[src/hw/rtl/ucd_pkg.sv]
// ----------------------------------------------------------------------------
// ucd_pkg
// Shared types and constants for the UTF-8 / GBK / UTF-16LE charset detector.
// ----------------------------------------------------------------------------
`default_nettype none

package ucd_pkg;

   // Encoding codes carried on the result channel.
   typedef enum logic [1:0] {
      ENC_GBK     = 2'd0,
      ENC_UTF8    = 2'd1,
      ENC_UNICODE = 2'd2
   } enc_type;

   // Byte-order mark of a UTF-16LE string.
   localparam logic [7:0] BOM_FIRST  = 8'hFF;
   localparam logic [7:0] BOM_SECOND = 8'hFE;

   // Lead and continuation byte classes.
   localparam logic [7:0] HIGH_BIT_MASK = 8'h80;
   localparam logic [7:0] LEAD2_MASK    = 8'hE0;
   localparam logic [7:0] LEAD2_CODE    = 8'hC0;
   localparam logic [7:0] LEAD3_MASK    = 8'hF0;
   localparam logic [7:0] LEAD3_CODE    = 8'hE0;
   localparam logic [7:0] CONT_MASK     = 8'hC0;
   localparam logic [7:0] CONT_CODE     = 8'h80;

   // One string byte as it travels through the block.
   typedef struct packed {
      logic [7:0] data_byte;
      logic       is_last;
   } item_type;

endpackage : ucd_pkg

`default_nettype wire

[src/hw/rtl/ucd_scan.sv]
// ----------------------------------------------------------------------------
// ucd_scan
// Scan state and per-byte decision logic; produces the verdict of a string.
// ----------------------------------------------------------------------------
`default_nettype none

module ucd_scan
   import ucd_pkg::*;
(
   input  wire logic       clock,
   input  wire logic       reset,
   input  wire logic       step,
   input  wire item_type   item,
   output logic [1:0]      encoding
);

   logic [7:0] older_ff, older_in;
   logic [7:0] newer_ff, newer_in;
   logic [1:0] seen_ff, seen_in;
   logic       skip_ff, skip_in;
   logic       decided_ff, decided_in;
   enc_type    verdict_ff, verdict_in;

   // Decision for the current byte, before the end-of-string clear.
   logic       dec_decided;
   enc_type    dec_verdict;
   logic       dec_skip;
   logic [7:0] cur;

   assign cur = item.data_byte;

   always_comb begin
      dec_decided = decided_ff;
      dec_verdict = verdict_ff;
      dec_skip    = skip_ff;
      if (!decided_ff) begin
         if (seen_ff == 2'd1) begin
            if (newer_ff == BOM_FIRST && cur == BOM_SECOND) begin
               dec_decided = 1'b1;
               dec_verdict = ENC_UNICODE;
            end
         end else if (seen_ff != 2'd0) begin
            // Judge the position whose lead is the older window byte.
            if (skip_ff) begin
               dec_skip = 1'b0;
            end else if ((older_ff & HIGH_BIT_MASK) != 8'h00) begin
               dec_decided = 1'b1;
               dec_verdict = ENC_GBK;
               if ((newer_ff & HIGH_BIT_MASK) == 8'h00) begin
                  dec_verdict = ENC_GBK;
               end else if ((older_ff & LEAD2_MASK) == LEAD2_CODE) begin
                  if ((newer_ff & CONT_MASK) != CONT_CODE) begin
                     // No decision yet: the verdict keeps its current value.
                     dec_decided = 1'b0;
                     dec_verdict = verdict_ff;
                     dec_skip    = 1'b1;
                  end
               end else if ((older_ff & LEAD3_MASK) == LEAD3_CODE) begin
                  if ((newer_ff & CONT_MASK) == CONT_CODE &&
                      (cur & CONT_MASK) == CONT_CODE) begin
                     dec_verdict = ENC_UTF8;
                  end
               end
            end
         end
      end
   end

   // A string of one byte is GBK; otherwise the verdict as it now stands.
   assign encoding = (seen_ff == 2'd0) ? ENC_GBK : dec_verdict;

   always_comb begin
      older_in   = older_ff;
      newer_in   = newer_ff;
      seen_in    = seen_ff;
      skip_in    = skip_ff;
      decided_in = decided_ff;
      verdict_in = verdict_ff;
      if (step) begin
         if (item.is_last) begin
            older_in   = 8'h00;
            newer_in   = 8'h00;
            seen_in    = 2'd0;
            skip_in    = 1'b0;
            decided_in = 1'b0;
            verdict_in = ENC_UTF8;
         end else begin
            older_in   = newer_ff;
            newer_in   = cur;
            seen_in    = (seen_ff == 2'd3) ? seen_ff : seen_ff + 2'd1;
            skip_in    = dec_skip;
            decided_in = dec_decided;
            verdict_in = dec_verdict;
         end
      end
   end

   always_ff @(posedge clock) begin
      if (reset) begin
         older_ff   <= 8'h00;
         newer_ff   <= 8'h00;
         seen_ff    <= 2'd0;
         skip_ff    <= 1'b0;
         decided_ff <= 1'b0;
         verdict_ff <= ENC_UTF8;
      end else begin
         older_ff   <= older_in;
         newer_ff   <= newer_in;
         seen_ff    <= seen_in;
         skip_ff    <= skip_in;
         decided_ff <= decided_in;
         verdict_ff <= verdict_in;
      end
   end

endmodule : ucd_scan

`default_nettype wire

[src/hw/rtl/utf8_gbk_charset_detector.sv]
// ----------------------------------------------------------------------------
// utf8_gbk_charset_detector
// Streaming classifier of a byte string as GBK, UTF-8 or UTF-16LE.
// ----------------------------------------------------------------------------
// Usage:
// The req channel carries one string byte per item, with req_is_last set on
// the final byte of the string. An item is taken at a rising edge where
// req_valid is high and req_stall is low. The block sends one item on the
// rsp channel for every string, on its final byte: rsp_encoding is 0 for
// GBK, 1 for UTF-8 and 2 for UTF-16LE. Bytes that are not last give no
// result item.
// The edge that accepts the final byte of a string loads the input register;
// the verdict then loads the result register once that has room. Throughput
// is one byte per cycle, set by the single register-to-register pass of the
// scan logic, while no final byte waits on a stalled result register.
// A synchronous, active-high reset empties both registers and returns the
// scan state to the start of a string. When the receiver raises rsp_stall
// the waiting verdict holds; bytes that are not last keep flowing, and the
// input register stalls the sender only when a final byte would need the
// occupied result register.
// ----------------------------------------------------------------------------
`default_nettype none

module utf8_gbk_charset_detector
   import ucd_pkg::*;
(
   input  wire logic       clock,
   input  wire logic       reset,
   input  wire logic       req_valid,
   output logic            req_stall,
   input  wire logic [7:0] req_data_byte,
   input  wire logic       req_is_last,
   output logic            rsp_valid,
   input  wire logic       rsp_stall,
   output logic [1:0]      rsp_encoding
);

   // Input register: holds one accepted item until the scan logic takes it.
   logic       in_valid_ff, in_valid_in;
   item_type   in_item_ff;

   // Result register.
   logic       rsp_valid_ff, rsp_valid_in;
   logic [1:0] rsp_enc_ff;

   logic       req_take;
   logic       out_free;
   logic       advance;
   logic [1:0] scan_encoding;

   // The result register can take a new verdict when empty or draining.
   assign out_free = !rsp_valid_ff || !rsp_stall;

   // Only a final byte needs room in the result register.
   assign advance  = in_valid_ff && (!in_item_ff.is_last || out_free);

   assign req_stall = in_valid_ff && !advance;
   assign req_take  = req_valid && !req_stall;

   always_comb begin
      in_valid_in = in_valid_ff;
      if (req_take) begin
         in_valid_in = 1'b1;
      end else if (advance) begin
         in_valid_in = 1'b0;
      end
   end

   always_comb begin
      rsp_valid_in = rsp_valid_ff;
      if (advance && in_item_ff.is_last) begin
         rsp_valid_in = 1'b1;
      end else if (rsp_valid_ff && !rsp_stall) begin
         rsp_valid_in = 1'b0;
      end
   end

   ucd_scan u_scan (
      .clock    (clock),
      .reset    (reset),
      .step     (advance),
      .item     (in_item_ff),
      .encoding (scan_encoding)
   );

   always_ff @(posedge clock) begin
      if (reset) begin
         in_valid_ff  <= 1'b0;
         rsp_valid_ff <= 1'b0;
      end else begin
         in_valid_ff  <= in_valid_in;
         rsp_valid_ff <= rsp_valid_in;
      end
   end

   // Payload registers load only on their handshakes.
   always_ff @(posedge clock) begin
      if (req_take) begin
         in_item_ff.data_byte <= req_data_byte;
         in_item_ff.is_last   <= req_is_last;
      end
      if (advance && in_item_ff.is_last) begin
         rsp_enc_ff <= scan_encoding;
      end
   end

   assign rsp_valid    = rsp_valid_ff;
   assign rsp_encoding = rsp_enc_ff;

endmodule : utf8_gbk_charset_detector

`default_nettype wire
[config.mk]
export PLATFORM = sky130hd
export DESIGN_NAME = utf8_gbk_charset_detector
export DESIGN_NICKNAME = d
export VERILOG_FILES = /design/src/hw/rtl/ucd_pkg.sv /design/src/hw/rtl/ucd_scan.sv /design/src/hw/rtl/utf8_gbk_charset_detector.sv
export SDC_FILE = /design/constraint.sdc
export NUM_CORES = 1
export LEC_CHECK = 0
export ABC_AREA = 1
export ABC_CLOCK_PERIOD_IN_PS = 2900
export BUFFER_PORTS_ARGS = -buffer_cell sky130_fd_sc_hd__buf_4
export CAP_MARGIN = 25
export CORE_UTILIZATION = 37
export CTS_CLUSTER_SIZE = 25
export DETAILED_ROUTE_END_ITERATION = 10
export GPL_TIMING_DRIVEN = 0
export PLACE_DENSITY = 0.6
export SLEW_MARGIN = 10
export SYNTH_ARGS = -nofsm -noshare
export SYNTH_HDL_FRONTEND = slang
export SYNTH_SLANG_ARGS = --single-unit
[constraint.sdc]
create_clock -name clock -period 2.9 [get_ports clock]
set_input_delay 0 -clock clock [delete_from_list [all_inputs] [get_ports clock]]
set_output_delay 0 -clock clock [all_outputs]
set_load 0.02 [all_outputs]
==> results.py, run 1 <==
metrics = {
    "global_routing": {
        "grt_overflow": 0,
        "grt_usage_pct": 14.9,
        "antenna_found_initial": 0,
        "grt_pass1_wl_um": 4460,
        "grt_pass1_vias": 1063,
        "grt_start_max_net_pins": 11,
    },
    "worst_setup_path": {
        "path_cells": "inv_1, ha_1, or2_1, nor2_2, nand2_1, nand2_1, nand2_1, nand3_1, a21oi_1",
        "crit_type": "register to register",
        "critPathMostFrequentCell": "nand2_1",
        "cp_max_fo": 4,
        "cp_data_required_time_ps": 2990,
        "critPathSlowestCell": "dfxtp_1",
        "startpoint_type": "register",
        "arrival_ps": 1800,
        "worst_setup_path_end_kind": "register",
        "cp_slowest_stage_delay_ps": 400,
    },
    "place": {
        "io_buffers": 15,
        "dp_hpwl_um": 1810,
        "gp_congestion": 0.778,
        "dp.cells": 225,
    },
    "final_layout": {
        "most-common-layout-cells": "nand2_1, dfxtp_1, inv_1, a21oi_1, buf_4",
        "fillCellCount": 349,
        "syn_to_final_growth_pct": 26.1,
        "seq_area_um2": 731,
        "finish.net_count": 212,
        "antenna_cells": 0,
        "layout-drive-gt1-share_pct": 16.2,
        "final_common_cell": "nand2_1",
        "fin_cells": 243,
        "multi_input_area_um2": 510,
    },
    "sta": {
        "maxSlewHeadroom_pct": 53.5,
        "timing.setup.tns_ps": 0,
        "setup_viol": 0,
        "clock.fmax_mhz": 585,
        "fin_crit_ps": 1710,
        "worst_pin_slew_ps": 695,
        "drv_slew": 0,
        "rsz0062_at_grt": "no",
        "skew_ps": 11.7,
        "post-route-period-util_pct": 59.0,
        "hold_viol_final": 0,
    },
    "die": {
        "die_y_um": 62.3,
        "start_util_pct": 39.4,
        "ioPinCount": 17,
        "die_w_um": 62.3,
        "rows": 21,
        "core_area_mm2": 0.00342,
        "die_area_mm2": 0.00388,
    },
    "synth": {
        "syn_area_mm2": 0.00135,
        "syn_nets": 180,
        "avgSynthCellArea_um2": 8.20,
        "yosysWarnings": 0,
        "synth_seq_cells": 31,
        "synth_cell_types": 23,
        "ys_seq_area_share_pct": 54.3,
        "syn_inst": 164,
    },
    "clock_network": {
        "numCtsBuffers": 5,
        "postCtsResizedCells": 0,
        "worstSkewPairLatency_ps": 330,
        "cts.htree.levels": 2,
        "postCtsSetupRepairBufs": 0,
        "tritoncts": "yes",
        "cts_buffer_depth": 2,
        "clk_pin_slew_ps": 100,
        "clockRootBuffer": "clkbuf_4",
        "cts.sinks": 31,
        "cts_hold_buf": 10,
    },
    "pwr": {
        "pwr_density_cell_mw_per_mm2": 510,
        "leakage_nw": 0.684,
        "peakVddDrop_mv": 0.313,
    },
    "drt": {
        "ant_nets": 0,
        "vias": 1108,
        "drt-initial-drc-count": 24,
        "avgViaCountPerCell": 4.56,
        "wl_per_cell_um": 10.2,
        "postRouteWirelength_um": 2470,
        "firstDrtPassIters": 4,
        "drc": 0,
    },
    "outcome": {
        "status": "complete, no violations",
    },
    "hold_path": {
        "hp-class": "input port to register",
    },
    "flow_run": {
        "maxCapViolations": 0,
    },
}
-- synth_stat cells, drive strengths merged --
| library cell | number | area [um2] |
|---|---|---|
| nor2 | 15 | 66.3 |
| inv | 20 | 77.6 |
| or2 | 1 | 6.26 |
| nor3 | 1 | 5.00 |
| ha | 3 | 37.5 |
| a21oi | 19 | 95.1 |
| or3 | 1 | 6.26 |
| nand3 | 7 | 35.0 |
| buf | 2 | 18.8 |
| nand4 | 1 | 6.26 |
| nand2 | 58 | 230 |
| edfxtp | 11 | 330 |
| o21ai | 2 | 10.0 |
| o31ai | 1 | 12.5 |
| dfxtp | 20 | 400 |
| clkbuf | 2 | 7.51 |
-- worst paths after layout --
path | cells past startpoint | to | slack, ps | startpoint
setup / recovery | 9 | rsp_encoding[0] | 1190 | u_scan.seen_ff[0]
hold / removal | 5 | rsp_valid | 30 | rsp_stall
setup reg to reg | 9 | rsp_encoding[0] | 1190 | u_scan.seen_ff[0]
hold reg to reg | 2 | u_scan.verdict_ff[1] | 470 | u_scan.verdict_ff[1]
-- state kept, by name (all words and copies together) (netlist names) --
register / cells
u_scan.seen_ff: 2
u_scan.older_ff: 4
u_scan.decided_ff: 1
u_scan.verdict_ff: 2
rsp_valid: 1
in_valid_ff: 1
u_scan.newer_ff: 8
u_scan.skip_ff: 1
in_item_ff: 9
rsp_encoding: 2
-- layer usage --
| layer | part of all wire, % | up-vias | track usage, % |
|---|---|---|---|
| met2 | 47 | 26 | 23.8 |
| met1 | 46 | 494 | 17.6 |
| met3 | 4.2 | 7 | 5.70 |
| met5 | 0 | - | 0 |
| met4 | 2.3 | 0 | 6.98 |
| li1 | - | 581 | - |
-- area by class of cell --
| type | count | share of cell area [%] |
|---|---|---|
| clock buffer | 7 | 4.50 |
| sequential | 31 | 43.1 |
| tap | 46 | 3.39 |
| inverter | 20 | 4.57 |
| timing repair buffer | 25 | 12.5 |
| buffer | 4 | 1.55 |
| multi-input combinational | 109 | 30.1 |
| clock inverter | 1 | 0.295 |
-- per-stage QoR --
step	worst slack, ps	hold WS (ps)	util (%)	instance area, um2	power, mW
6_report	1190	32.0	49.7	1700	0.865
3_3_place_gp	1260	178	44.4	1520	0.544
5_1_grt	1050	20.7	49.7	1700	0.904
4_1_cts	1190	26.5	49.7	1700	0.875
3_5_place_dp	1220	179	44.4	1520	0.546
2_1_floorplan	1360	98.9	-	1350	0.522
-- cells by family (layout without fill, tap and decap cells) --
kind of cell	after synthesis	after routing	share of synthesized area, %
AND/OR/NAND/NOR	84	84	26.4
flip-flops	31	31	54.3
buffers and inverters	24	57	7.72
AO/OA/AOI/OAI	22	22	8.74
adder cells (fa/ha/maj)	3	3	2.79
-- worst max-delay path, delay by kind of cell (launching register included) --
kind / cells / cell delay, ps
buf+inv: 1 / 80
simple gates: 6 / 690
fa+ha+maj: 1 / 230
compound gates: 1 / 70
flops: 1 / 400
-- where the power goes --
part / internal (mW) / switching, mW
Combinational: 0.0344 / 0.0352
Sequential: 0.466 / 0.0116
Clock: 0.169 / 0.149
Total: 0.670 / 0.195
Note: power is estimated with default switching activity, not from simulation.
==> run 2: changes to the inputs <==
- ABC_CLOCK_PERIOD_IN_PS: 2900 -> 1500
- PLACE_DENSITY: 0.6 -> 0.62
- clock period: 2.9 -> 1.5 ns (I/O delays scaled with it)
==> results.py, run 2 (same netlist as run 1, synthesis figures left out) <==
metrics = {
    "outcome": {
        "status": "complete, no violations",
    },
    "sta": {
        "worst_pin_slew_ps": 411,
        "skew_ps": 4.79,
        "worst_slack_ps": 0.570,
        "setup_viol": 0,
        "post-route-period-util_pct": 100,
        "rsz0062_at_grt": "yes",
        "hold_viol_final": 0,
        "clock.fmax_mhz": 667,
        "fin_crit_ps": 1500,
        "maxSlewHeadroom_pct": 72.6,
        "drv_slew": 0,
    },
    "die": {
        "die_w_um": 62.3,
        "rows": 21,
        "start_util_pct": 39.4,
        "core_area_mm2": 0.00342,
        "die_area_mm2": 0.00388,
        "ioPinCount": 17,
        "die_y_um": 62.3,
    },
    "flow_run": {
        "maxCapViolations": 0,
    },
    "worst_setup_path": {
        "path_cells": "inv_4, ha_4, or2_4, nor2_4, nand2_2, nand2_1, nand2_1, nand3_2, a21oi_2",
        "r2r_slack_ps": 0.6,
        "cp_top_family": "simple AND/OR/NAND/NOR gates",
        "rr_worst_depth": 9,
        "crit_type": "register to register",
        "crit_cells": 9,
        "cp_data_required_time_ps": 1580,
        "worst_setup_path_end_kind": "register",
        "cp_max_fo": 3,
        "cp_slowest_stage_delay_ps": 390,
        "crit_buf_inv": 1,
        "critPathSlowestCell": "dfxtp_4",
        "critPathMostFrequentCell": "nand2_1",
        "arrival_ps": 1580,
        "startpoint_type": "register",
    },
    "final_layout": {
        "final_util_pct": 51.6,
        "largestRegisters": "in_item_ff x9, u_scan.newer_ff x8, u_scan.older_ff x4",
        "largest_register_ff_count": 9,
        "syn_to_final_growth_pct": 31.2,
        "stdcell_area_mm2": 0.00176,
        "layout-drive-gt1-share_pct": 22.8,
        "final_common_cell": "nand2_1",
        "finish.net_count": 217,
        "antenna_cells": 0,
        "largest_register": "in_item_ff",
        "most-common-layout-cells": "nand2_1, buf_4, a21oi_1, dfxtp_1, inv_1",
    },
    "clock_network": {
        "cts.htree.levels": 2,
        "clockRootBuffer": "clkbuf_4",
        "cts.sinks": 31,
        "cts_buffer_depth": 2,
        "numCtsBuffers": 5,
        "tritoncts": "yes",
        "clk_pin_slew_ps": 90,
        "worstSkewPairLatency_ps": 320,
    },
    "pwr": {
        "power.total_mw": 1.53,
        "leakage_nw": 0.704,
        "pwr_density_cell_mw_per_mm2": 865,
        "peakVddDrop_mv": 0.510,
    },
    "drt": {
        "postRouteWirelength_um": 2640,
        "ant_nets": 0,
        "wl_per_cell_um": 10.6,
        "drc": 0,
        "drt-initial-drc-count": 41,
        "vias": 1159,
        "firstDrtPassIters": 4,
        "avgViaCountPerCell": 4.67,
    },
    "place": {
        "dp_hpwl_um": 1770,
        "place_area_mm2": 0.00152,
        "preCtsSetupSlack_ps": -147,
        "io_buffers": 15,
        "gp_congestion": 0.838,
    },
    "global_routing": {
        "grt_pass1_vias": 1091,
        "grt_usage_pct": 14.8,
        "grt_start_max_net_pins": 11,
        "antenna_found_initial": 0,
        "grt_pass1_wl_um": 4490,
        "grt_overflow": 0,
    },
    "hold_path": {
        "hold_path_depth": 2,
        "hp-class": "input port to register",
    },
}
run 2: layout make-up:
| cell class | instances | area (um2) |
|---|---|---|
| Clock inverter | 3 | 15.0 |
| Multi-Input combinational cell | 109 | 562 |
| Timing Repair Buffer | 30 | 250 |
| Fill cell | 327 | 1650 |
| Clock buffer | 5 | 37.5 |
| Inverter | 20 | 80.1 |
| Buffer | 4 | 26.3 |
| Sequential cell | 31 | 736 |
| Tap cell | 46 | 57.6 |
run 2: worst reg2reg max path, cell delays in order (launching register included):
cell	delay [ps]
dfxtp_4	390
inv_4	50
ha_4	150
or2_4	240
nor2_4	130
nand2_2	70
nand2_1	50
nand2_1	60
nand3_2	80
a21oi_2	50
run 2: power by group:
part	total (mW)	internal, mW	switching, mW
Sequential	0.923	0.900	0.0230
Clock	0.450	0.172	0.279
Combinational	0.153	0.0776	0.0756
run 2: per-stage QoR:
step / hold WS, ps / std cells / TNS [ps]
2_1_floorplan: 98.9 / 164 / 0
3_3_place_gp: 178 / 225 / -143
3_5_place_dp: 179 / 225 / -253
4_1_cts: 15.4 / 246 / 0
5_1_grt: 24.3 / 248 / -266
6_report: 32.9 / 248 / 0
run 2: timing repair:
action	in CTS	in global routing
endpoints found under the hold margin	10	0
resized for setup	7	7
endpoints found under the setup margin	3	15
hold buffers	10	0
setup buffers	3	2
pin swaps	3	6
run 2: worst paths after layout:
path	end	startpoint
worst max-delay path	rsp_encoding[0]	u_scan.seen_ff[0]
worst max register to register	rsp_encoding[0]	u_scan.seen_ff[0]
worst min-delay path	u_scan.seen_ff[0]	reset
worst min register to register	u_scan.verdict_ff[1]	u_scan.verdict_ff[1]
run 2: per-layer routing:
layer  routed length [um]  vias to the layer above  GRT usage, %
met5                    0                        -             0
met1                 1150                      521          16.5
met4                   39                        0          6.10
li1                     -                      594             -
met3                  127                        5          4.96
met2                 1330                       39          25.7
